[src/hw/rtl/sfp_pkg.sv]
// Package with the shared types and constants of the sample frame packer.
package sfp_pkg;

  localparam int unsigned SampleW = 10;
  localparam int unsigned SettleW = 14;
  localparam int unsigned ModeW   = 3;
  localparam int unsigned NumCh   = 4;
  localparam int unsigned CfgIdxW = 2;
  localparam int unsigned CfgDataW = 14;

  localparam logic [CfgIdxW-1:0] CFG_IDX_ENABLE    = 2'd0;
  localparam logic [CfgIdxW-1:0] CFG_IDX_SETTLE    = 2'd1;
  localparam logic [CfgIdxW-1:0] CFG_IDX_THRESHOLD = 2'd2;

  localparam logic [SettleW-1:0] SETTLE_RESET    = 14'd15000;
  localparam logic [SampleW-1:0] THRESHOLD_RESET = 10'd100;

  localparam logic [ModeW-1:0] MODE_DEFAULT     = 3'd0;
  localparam logic [ModeW-1:0] MODE_BNC         = 3'd1;
  localparam logic [ModeW-1:0] MODE_FIVE_DIG    = 3'd2;
  localparam logic [ModeW-1:0] MODE_ARDUINO     = 3'd3;
  localparam logic [ModeW-1:0] MODE_MORE_ANALOG = 3'd4;

  localparam logic [SampleW-1:0] BAND_1 = 10'd155;
  localparam logic [SampleW-1:0] BAND_2 = 10'd310;
  localparam logic [SampleW-1:0] BAND_3 = 10'd465;
  localparam logic [SampleW-1:0] BAND_4 = 10'd620;
  localparam logic [SampleW-1:0] BAND_5 = 10'd775;

  localparam logic [SampleW-1:0] MID_CODE   = 10'd512;
  localparam logic [SampleW-1:0] SAMPLE_MAX = 10'd1023;

  localparam logic [2:0] LAST_IDX_STATUS = 3'd0;
  localparam logic [2:0] LAST_IDX_TWO    = 3'd3;
  localparam logic [2:0] LAST_IDX_FOUR   = 3'd7;

  typedef struct packed {
    logic [SampleW-1:0] sample_a;
    logic [SampleW-1:0] sample_b;
    logic [SampleW-1:0] sample_c;
    logic [SampleW-1:0] sample_d;
    logic [SampleW-1:0] mid_reference;
    logic [SampleW-1:0] detect_level;
  } in_t;

  typedef struct packed {
    logic [7:0]       out_byte;
    logic             byte_valid;
    logic             frame_last;
    logic [ModeW-1:0] board_mode;
    logic             mode_changed;
  } out_t;

  typedef struct packed {
    logic                          enable;
    logic [2:0]                    last_idx;
    logic [ModeW-1:0]              mode;
    logic                          changed;
    logic [NumCh-1:0][SampleW-1:0] smp;
  } frame_t;

endpackage

[src/hw/rtl/sfp_tick_calc.sv]
// Per-tick logic: settle timer, mode banding and offset correction of the samples.
module sfp_tick_calc (
  input  sfp_pkg::in_t                  in_i,
  input  logic                          enable_i,
  input  logic [sfp_pkg::SettleW-1:0]   settle_ticks_i,
  input  logic [sfp_pkg::SampleW-1:0]   threshold_i,
  input  logic [sfp_pkg::ModeW-1:0]     mode_i,
  input  logic [sfp_pkg::SampleW-1:0]   prev_detect_i,
  input  logic [sfp_pkg::SettleW-1:0]   settle_i,
  output logic [sfp_pkg::SettleW-1:0]   settle_o,
  output sfp_pkg::frame_t               frame_o
);
  import sfp_pkg::*;

  logic [SampleW-1:0] level;
  logic [SampleW-1:0] diff;
  logic [ModeW-1:0]   band;
  logic [ModeW-1:0]   mode_new;
  logic [NumCh-1:0][SampleW-1:0] raw;
  logic [NumCh-1:0][SampleW-1:0] corr;

  assign level = in_i.detect_level;
  assign diff  = (level > prev_detect_i) ? level - prev_detect_i : prev_detect_i - level;

  always_comb begin
    if (settle_i != '0) begin
      settle_o = settle_i - SettleW'(1);
    end else if (diff > threshold_i) begin
      settle_o = settle_ticks_i;
    end else begin
      settle_o = settle_i;
    end
  end

  always_comb begin
    if (level < BAND_1) begin
      band = MODE_DEFAULT;
    end else if (level < BAND_2) begin
      band = MODE_MORE_ANALOG;
    end else if (level < BAND_3) begin
      band = MODE_BNC;
    end else if (level < BAND_4) begin
      band = MODE_FIVE_DIG;
    end else if (level < BAND_5) begin
      band = MODE_ARDUINO;
    end else begin
      band = mode_i;
    end
  end

  assign mode_new = (settle_o == '0) ? band : mode_i;

  assign raw = {in_i.sample_d, in_i.sample_c, in_i.sample_b, in_i.sample_a};

  always_comb begin
    logic signed [SampleW+1:0] v;
    for (int i = 0; i < NumCh; i++) begin
      v = $signed({2'b00, raw[i]}) + $signed({2'b00, MID_CODE})
          - $signed({2'b00, in_i.mid_reference});
      if (v < 0) begin
        corr[i] = '0;
      end else if (v > $signed({2'b00, SAMPLE_MAX})) begin
        corr[i] = SAMPLE_MAX;
      end else begin
        corr[i] = v[SampleW-1:0];
      end
    end
  end

  always_comb begin
    frame_o.enable  = enable_i;
    frame_o.mode    = mode_new;
    frame_o.changed = (mode_new != mode_i);
    frame_o.smp     = corr;
    if (!enable_i) begin
      frame_o.last_idx = LAST_IDX_STATUS;
    end else if (mode_new == MODE_MORE_ANALOG) begin
      frame_o.last_idx = LAST_IDX_FOUR;
    end else begin
      frame_o.last_idx = LAST_IDX_TWO;
    end
  end

endmodule

[src/hw/rtl/sample_frame_packer_with_board_detect_core.sv]
// Top level of the sample frame packer with board detect.
//
//   channel   signals                         transfer when
//   input     in_valid_i/in_ready_o/in_data_i  in_valid_i && in_ready_o
//   output    out_valid_o/out_ready_i/out_data_o  out_valid_o && out_ready_i
//   config    cfg_we_i/cfg_idx_i/cfg_wdata_i    cfg_we_i
//
// A tick is processed in the cycle it is accepted and lands in the frame register.
// Unless stalled, the frame leaves one result per cycle: 1, 4 or 8 per tick.
// The next tick is accepted in the cycle the last result of the frame is taken.
// A stalled output holds the frame register and blocks input.
// Reset clears the mode, detect history, settle timer and loads register defaults.
module sample_frame_packer_with_board_detect_core (
  input  logic                          clk_i,
  input  logic                          rst_ni,
  input  logic                          cfg_we_i,
  input  logic [sfp_pkg::CfgIdxW-1:0]   cfg_idx_i,
  input  logic [sfp_pkg::CfgDataW-1:0]  cfg_wdata_i,
  input  logic                          in_valid_i,
  output logic                          in_ready_o,
  input  sfp_pkg::in_t                  in_data_i,
  output logic                          out_valid_o,
  input  logic                          out_ready_i,
  output sfp_pkg::out_t                 out_data_o
);
  import sfp_pkg::*;

  logic               enable_q;
  logic [SettleW-1:0] settle_ticks_q;
  logic [SampleW-1:0] threshold_q;
  logic [ModeW-1:0]   mode_q;
  logic [SampleW-1:0] prev_detect_q;
  logic [SettleW-1:0] settle_q;
  logic [SettleW-1:0] settle_d;
  logic               out_valid_q;
  logic [2:0]         idx_q;
  frame_t             frame_q;
  frame_t             frame_d;
  logic               in_fire;
  logic               out_fire;
  logic               frame_done;
  logic [SampleW-1:0] cur;

  sfp_tick_calc u_calc (
    .in_i           (in_data_i),
    .enable_i       (enable_q),
    .settle_ticks_i (settle_ticks_q),
    .threshold_i    (threshold_q),
    .mode_i         (mode_q),
    .prev_detect_i  (prev_detect_q),
    .settle_i       (settle_q),
    .settle_o       (settle_d),
    .frame_o        (frame_d)
  );

  assign out_fire   = out_valid_q && out_ready_i;
  assign frame_done = out_fire && (idx_q == frame_q.last_idx);
  assign in_ready_o = !out_valid_q || frame_done;
  assign in_fire    = in_valid_i && in_ready_o;

  always_ff @(posedge clk_i or negedge rst_ni) begin
    if (!rst_ni) begin
      enable_q       <= 1'b0;
      settle_ticks_q <= SETTLE_RESET;
      threshold_q    <= THRESHOLD_RESET;
    end else if (cfg_we_i) begin
      case (cfg_idx_i)
        CFG_IDX_ENABLE:    enable_q       <= cfg_wdata_i[0];
        CFG_IDX_SETTLE:    settle_ticks_q <= cfg_wdata_i[SettleW-1:0];
        CFG_IDX_THRESHOLD: threshold_q    <= cfg_wdata_i[SampleW-1:0];
        default: ;
      endcase
    end
  end

  always_ff @(posedge clk_i or negedge rst_ni) begin
    if (!rst_ni) begin
      mode_q        <= MODE_DEFAULT;
      prev_detect_q <= '0;
      settle_q      <= '0;
      out_valid_q   <= 1'b0;
      idx_q         <= '0;
    end else begin
      if (in_fire) begin
        mode_q        <= frame_d.mode;
        prev_detect_q <= in_data_i.detect_level;
        settle_q      <= settle_d;
        out_valid_q   <= 1'b1;
        idx_q         <= '0;
      end else if (frame_done) begin
        out_valid_q <= 1'b0;
      end else if (out_fire) begin
        idx_q <= idx_q + 3'd1;
      end
    end
  end

  always_ff @(posedge clk_i) begin
    if (in_fire) begin
      frame_q <= frame_d;
    end
  end

  assign cur = frame_q.smp[idx_q[2:1]];

  always_comb begin
    out_data_o.byte_valid   = frame_q.enable;
    out_data_o.frame_last   = (idx_q == frame_q.last_idx);
    out_data_o.board_mode   = frame_q.mode;
    out_data_o.mode_changed = frame_q.changed;
    if (!frame_q.enable) begin
      out_data_o.out_byte = '0;
    end else if (idx_q[0]) begin
      out_data_o.out_byte = {1'b0, cur[6:0]};
    end else begin
      out_data_o.out_byte = {(idx_q == 3'd0), 4'b0000, cur[9:7]};
    end
  end

  assign out_valid_o = out_valid_q;

  a_idx_in_frame: assert property (@(posedge clk_i) disable iff (!rst_ni)
    out_valid_q |-> (idx_q <= frame_q.last_idx))
    else $error("result index beyond end of frame");

  a_stall_blocks_input: assert property (@(posedge clk_i) disable iff (!rst_ni)
    (out_valid_q && !out_ready_i) |-> !in_ready_o)
    else $error("input accepted while frame is stalled");

  a_status_single: assert property (@(posedge clk_i) disable iff (!rst_ni)
    (out_valid_q && !frame_q.enable) |-> (frame_q.last_idx == LAST_IDX_STATUS))
    else $error("status frame with more than one result");

  a_mode_range: assert property (@(posedge clk_i) disable iff (!rst_ni)
    mode_q <= MODE_MORE_ANALOG)
    else $error("board mode out of range");

endmodule
[config.mk]
export PLATFORM = sky130hd
export DESIGN_NAME = sample_frame_packer_with_board_detect_core
export DESIGN_NICKNAME = d
export VERILOG_FILES = /design/src/hw/rtl/sfp_pkg.sv /design/src/hw/rtl/sfp_tick_calc.sv /design/src/hw/rtl/sample_frame_packer_with_board_detect_core.sv
export SDC_FILE = /design/constraint.sdc
export NUM_CORES = 1
export LEC_CHECK = 0
export BUFFER_PORTS_ARGS = -buffer_cell sky130_fd_sc_hd__buf_4
export CAP_MARGIN = 30
export CELL_PAD_IN_SITES_DETAIL_PLACEMENT = 0
export CELL_PAD_IN_SITES_GLOBAL_PLACEMENT = 1
export CORE_MARGIN = 3
export CORE_UTILIZATION = 50
export DETAILED_ROUTE_END_ITERATION = 8
export GPL_ROUTABILITY_DRIVEN = 0
export PLACE_DENSITY_LB_ADDON = 0.25
export SLEW_MARGIN = 10
export SYNTH_ARGS = -nofsm -noshare
export SYNTH_HDL_FRONTEND = slang
export SYNTH_SLANG_ARGS = --single-unit
[constraint.sdc]
create_clock -name clk_i -period 16.1 [get_ports clk_i]
set_input_delay 2.415 -clock clk_i [delete_from_list [all_inputs] [get_ports clk_i]]
set_output_delay 2.415 -clock clk_i [all_outputs]
set_load 0.02 [all_outputs]
==> out/qor.txt, run 1 <==
status: complete, no violations
Post-synth EDFFs: 47
min cycle time layout: 8140 ps
P per Cell Area: 138 nW/um^2
Worst path max stage delay: 710 ps
family with the most delay on the worst path: simple AND/OR/NAND/NOR gates
Placeable Area: 16000 um^2
first-pass GRT wire length: 32.9 mm
Final Skew: 13.3 ps
CP endpoint kind: flop
crit-path max FO: 12
Die Height: 134 um
largest net degree at the start of global routing: 83
Mapped Nets: 1033
Seq pwr share: 31.1%
met1 Track Usage GR: 27.9%
Comb power frac: 52.3%
H-tree depth: 3
Synth Area in Adders: 17.8%
input/output buffers: 96
Max VDD drop: 0.0652 mV
Cell variety after synth: 82
Tightest Pin Transition: 964 ps
Die ar.: 18100 um^2
DRC Markers: 0
Synth top area share: 17.1%
# Max-Cap Violations: 0
Antenna Nets Post-Route: 0
fraction of layout cells with a size suffix above 1: 20.4%
Setup Buffers After CTS: 0
Synth Area in Compound Gates: 18.3%
drt pass-1 iters: 5
synth-to-layout area growth: 14.1%
post-synthesis mux area share: 7.85%
IO Count: 97
setup TNS: 0 ps
hold-fix buffers at CTS: 0
Tot Pwr: 1.30 mW
syn avg cell area: 9.84 um^2
vias: 6612
GRT busiest layer: met2
endpoints failing hold: 0
static leakage: 4.26 nW
Synth Instances: 838
Sw Ratio: 42.3%
Avg WL per Cell: 17.2 um
ANT cells: 0
nets: 1120
share of flip-flops with an asynchronous set or reset: 54.4%
met3 Usage GRT: 3.75%
ranking of synthesized cells by area: edfxtp_1, ha_1, dfrtp_1
unrepaired setup endpoints after global routing: false
top cells by count, synth: ha_1, inv_1, a21oi_1, o21ai_0
Slew HR: 35.4%
clock-pin slew on the worst setup and hold paths: 70 ps
Critical Path Source Type: input port
Clock Latency Late Sink: 350 ps
Max Clk Rate: 0.123 GHz
YS warnings: 0
initial drt markers: 562
endpoints failing setup: 0
Arr. time, crit path: 8240 ps
CP bufs+invs: 3
ordered cell list for the critical path: buf_4 > inv_1 > ha_1 > nand2_1 > o21ai_1 > a2111oi_2 > o311a_2 > nor2_1 > mux2_2 > a311oi_2 > o221ai_2 > xor2_1 > ha_1 > nand4_1 > nor3_2 > inv_1 > and3_1 > o31a_1 > nor3_1 > and2_4 > a21oi_2 > o221a_1
P_sw: 550 uW
Crit path required time: 16210 ps
Total GRT Usage: 22.5%
gr ovfl total: 0
Int Power: 749 uW
vias in the first global route: 6832
row count: 46
WS Path Type: input port to flop
initial core utilization: 51.5%
fin crit share: 50.5%
CTS tree: yes
slowest cell on the critical path: nor2_1
hpwl dp: 15.4 mm
#FFs+latches synth: 103
largest family of logic cells by synthesized area: compound AO/OA/AOI/OAI gates
Clock Sinks: 103
via/cell ratio: 5.77
synthesized area: 8250 um^2
antenna violations before repair: 0
final WL: 19.7 mm
GR Util met2: 40.2%
die width: 134 um
root buf cell: clkbuf_16
post-CTS resize count: 0
FILL cells: 1426
Synth Area in XOR/XNOR: 3.82%
simple-gate area share of the yosys netlist: 11.3%
Seq/Total Area, Yosys: 34.3%
Max Slew Vio Count: 0
leading area contributor after synthesis: edfxtp_1
Max clock buf depth: 2
top_reg_cell synth: edfxtp_1
Clock Power Share: 16.6%
Inserted Clock Buffers: 9
hold crit path type: flop to flop
count leader, synth: ha_1
## cell usage in the layout, fill, tap and decap left out, types with 4 or more instances in the layout
cell type,instances
inv_1,107
a21boi_0,5
nand2b_1,15
mux2_2,29
nor2b_1,5
o311ai_0,4
mux4_2,10
nand2_1,47
dfstp_2,10
edfxtp_1,47
a31oi_1,11
o22ai_1,5
nor3_1,12
nor2_1,24
dfrtp_1,46
ha_1,108
and3_1,8
a21oi_1,98
a21o_1,13
nor4_1,5
nand4_1,9
nand3_1,16
buf_4,97
o31ai_1,6
mux2i_1,8
o21ai_0,50
fa_1,6
clkbuf_16,10
xnor2_1,18
xor2_1,18
## registers in the layout (all words and copies together), names as in the netlist
name / cells
frame_q: 42
threshold_q: 10
idx_q: 3
out_valid_o: 1
enable_q: 1
out_data_o: 5
mode_q: 3
settle_ticks_q: 14
prev_detect_q: 10
settle_q: 14
## per-layer routing
metal / routed length (um) / share of wire [%]
met3: 998 / 5.1
met5: 0 / 0
met4: 417 / 2.1
met2: 9790 / 50
met1: 8450 / 43
## worst paths after layout
kind / from / slack [ps] / depth (start not counted) / endpoint
min in group asynchronous: rst_ni / 2130 / 1 / out_valid_o
max in group asynchronous: rst_ni / 13520 / 1 / settle_q[7]
worst max register to register: prev_detect_q[3] / 9820 / 20 / frame_q[46]
worst min-delay path: threshold_q[8] / 520 / 1 / threshold_q[8]
worst min register to register: threshold_q[8] / 520 / 1 / threshold_q[8]
worst max-delay path: in_data_i[4] / 7960 / 22 / frame_q[46]
## stage by stage
stage          cell area, um^2  hold slack (ps)  util (%)  cells  worst slack, ps
4_1_cts                   9390              520      58.7   1145             8060
6_report                  9410              519      58.8   1146             7960
3_5_place_dp              9110              495      56.9   1129             7690
2_1_floorplan             8250              460         -    838             8420
5_1_grt                   9410              548      58.8   1146             7660
3_3_place_gp              9110              496      56.9   1129             7900
## worst register-to-register path, cell delays in order, from the launching register on
cell and delay [ps]:
dfrtp_1 400, ha_1 350, nand2_1 140, o21ai_1 250, a2111oi_2 130, o311a_2 440
nor2_1 710, mux2_2 420, a311oi_2 270, o221ai_2 140, xor2_1 160, ha_1 310
nand4_1 160, nor3_2 470, inv_1 180, and3_1 220, o31a_1 250, nor3_1 380
and2_4 300, a21oi_2 80, o221a_1 270
## kinds of logic after synthesis
logic type | count (synthesis)
buffers and inverters | 130
xor gates and xnor gates | 36
muxes | 48
adders and majority gates | 114
and+or+nand+nor | 168
AOI/OAI and AO/OA | 239
DFF | 103
## power groups by stage
stage,sequential [mW],combinational (mW),clock (mW)
after global placement,0.407,0.650,0
after floorplan,0.377,0.525,0
after detailed placement,0.409,0.670,0
after global routing,0.414,0.752,0.232
after CTS,0.405,0.674,0.220
final,0.404,0.679,0.216
## area by class of cell
class,count,area [um^2],area share (%)
clock buffer,12,259,2.75
clock inverter,4,26.3,0.279
inverter,108,405,4.31
multi-input combinational,605,4880,51.8
sequential,103,2830,30.0
tap,216,270,2.87
timing repair buffer,98,748,7.95
(Power assumes the default switching activity.)
==> run 2: changes to the inputs <==
--- a/config.mk
+++ b/config.mk
@@ -10,7 +10,7 @@
 export CELL_PAD_IN_SITES_DETAIL_PLACEMENT = 0
 export CELL_PAD_IN_SITES_GLOBAL_PLACEMENT = 1
 export CORE_MARGIN = 3
-export CORE_UTILIZATION = 50
+export CORE_UTILIZATION = 42
 export DETAILED_ROUTE_END_ITERATION = 8
 export GPL_ROUTABILITY_DRIVEN = 0
 export PLACE_DENSITY_LB_ADDON = 0.25
==> constraint.sdc (replaced) <==
create_clock -name clk_i -period 6.7 [get_ports clk_i]
set_input_delay 1.005 -clock clk_i [delete_from_list [all_inputs] [get_ports clk_i]]
set_output_delay 1.005 -clock clk_i [all_outputs]
set_load 0.02 [all_outputs]
==> run 2 against run 1 <==
Against the previous run: clock skew shrank 3.5 ps; highest routed layer unchanged; setup slack lost 7700 ps; die area grew 18%; global-route usage shrank 4.1 points; largest power group unchanged; first-iteration DRC count shrank 32%; cell count grew 4.4%; sequential share of layout area shrank 0.30 points; sequential cell count is the same; non-clock buffer count grew 6; clock power grew 130%.
==> out/qor.txt, run 2 (synthesized netlist as in run 1, its figures left out) <==
Avg WL per Cell: 16.3 um
end of the worst register-to-register path: frame_q[46]
endpoints failing hold: 0
Clock Power Share: 16.3%
Total GRT Usage: 18.4%
Placeable Area: 19000 um^2
FILL cells: 1835
Max VDD drop: 0.152 mV
P per Cell Area: 325 nW/um^2
Max clock buf depth: 2
reg-to-reg startpoint: prev_detect_q[0]
WS Path Type: input port to flop
CTS tree: yes
Antenna Nets Post-Route: 0
met2 WL: 9.33 mm
Int Power: 1.80 mW
static leakage: 4.29 nW
Max Used Layer: met4
Largest register FFs: 42
Clock Latency Late Sink: 350 ps
DP Worst Slack: -27.7 ps
Crit path required time: 6800 ps
P_sw: 1.30 mW
Seq pwr share: 31.5%
initial drt markers: 384
vias in the first global route: 6404
Arr. time, crit path: 6510 ps
Comb power frac: 52.2%
worst setup margin: 294 ps
Critical Path Source: in_data_i[0]
# Max-Cap Violations: 0
nets: 1126
endpoints failing setup: 0
Slew HR: 39.9%
drt pass-1 iters: 5
Setup Buffers After CTS: 0
unrepaired setup endpoints after global routing: false
vias: 6362
Sw Ratio: 41.9%
biggest regs: frame_q: 42 flops, settle_q: 14 flops, settle_ticks_q: 14 flops
most common cell after layout, fill and taps aside: ha_1
die width: 146 um
Die ar.: 21300 um^2
Clock Sinks: 103
Hold Path Cell Cnt: 1
status: complete, no violations
final WL: 19.5 mm
IO Count: 97
Largest Register: frame_q
worst r2r path cells: 22
Max Slew Vio Count: 0
clock-pin slew on the worst setup and hold paths: 70 ps
Max Clk Rate: 0.156 GHz
Hold WS: 515 ps
input/output buffers: 96
via/cell ratio: 5.32
Final Skew: 9.80 ps
Tightest Pin Transition: 902 ps
DRC Markers: 0
R2R Setup Slk: 730 ps
gr ovfl total: 0
Inserted Clock Buffers: 9
crit-path max FO: 11
ANT cells: 0
M1 WL: 8.93 mm
root buf cell: clkbuf_16
initial core utilization: 43.4%
fin crit share: 95.6%
fraction of layout cells with a size suffix above 1: 20.7%
row count: 50
commonest cells after routing, fill and taps aside: ha_1, inv_1, buf_4
sequential cell area: 2830 um^2
hold crit path type: flop to flop
H-tree depth: 3
antenna violations before repair: 0
synth-to-layout area growth: 15.3%
final core area utilization: 50.0%
Multi-input gate area: 4880 um^2
Critical Path Source Type: input port
CP endpoint: frame_q[46]
hpwl dp: 15.6 mm
Die Height: 146 um
DR WL met3: 889 um
CP endpoint kind: flop
largest net degree at the start of global routing: 57
first-pass GRT wire length: 32.2 mm
min cycle time layout: 6410 ps
## run 2: cell count changes in the layout (fill, tap and decap cells not counted), sizes merged
cell and change:
buf +6, clkinv +2, inv -2, clkbuf -1, clkinvlp +1
## run 2: final cells by class
cell class | count | area share [%]
repair buffers | 104 | 8.34
well taps | 260 | 3.42
multi-input cells | 605 | 51.4
flip-flops and latches | 103 | 29.7
clock inverters | 5 | 0.342
inverters | 108 | 4.26
clock buffers | 11 | 2.55
## run 2: critical path, cell delays in order
cell and delay [ps]:
buf_4 110, inv_1 50, ha_1 130, inv_1 50, fa_1 400, a21oi_2 170, o21ai_1 110, a2111oi_2 400
o311a_2 280, nor3_1 60, or4b_4 550, a311oi_2 340, o221ai_2 140, xor2_1 160, ha_1 300, nand4_1 190
a211oi_2 80, a2111o_1 490, o311ai_1 310, o22ai_1 200, nor4_4 370, and2_4 270, a21oi_2 70, o221a_1 260
## run 2: metrics by stage
step / instance area [um^2] / total power, mW / setup TNS (ps) / instances
CTS: 9480 / 3.11 / 0 / 1195
floorplan: 8250 / 2.17 / 0 / 838
global route: 9510 / 3.36 / 0 / 1196
global placement: 9200 / 2.59 / 0 / 1178
finish: 9510 / 3.09 / 0 / 1196
detailed placement: 9210 / 2.59 / -27.7 / 1179
## run 2: worst min-delay path by stage
stage	startpoint	to	slack (ps)
floorplan	enable_q	frame_q[45]	460
global placement	threshold_q[4]	threshold_q[4]	490
CTS	threshold_q[1]	threshold_q[1]	520
detailed placement	threshold_q[4]	threshold_q[4]	490
global route	threshold_q[1]	threshold_q[1]	530
finish	threshold_q[1]	threshold_q[1]	510
## run 2: what timing repair did
action | 4_1_cts | 5_1_grt
hold buffers | 0 | 0
endpoints found under the setup margin | 0 | 1
resized for setup | 0 | 1
## run 2: layer usage
layer,track usage (%),vias up
li1,-,3226
met1,24.8,2921
met2,30.8,182
met3,2.67,33
met4,6.16,0
met5,0,-
## run 2: power by group through the flow
| stage | clock network [mW] | logic [mW] | registers, mW |
|---|---|---|---|
| CTS | 0.520 | 1.62 | 0.976 |
| finish | 0.504 | 1.61 | 0.975 |
| global placement | 0 | 1.60 | 0.987 |
| floorplan | 0 | 1.26 | 0.906 |
| detailed placement | 0 | 1.61 | 0.986 |
| global route | 0.543 | 1.82 | 0.998 |
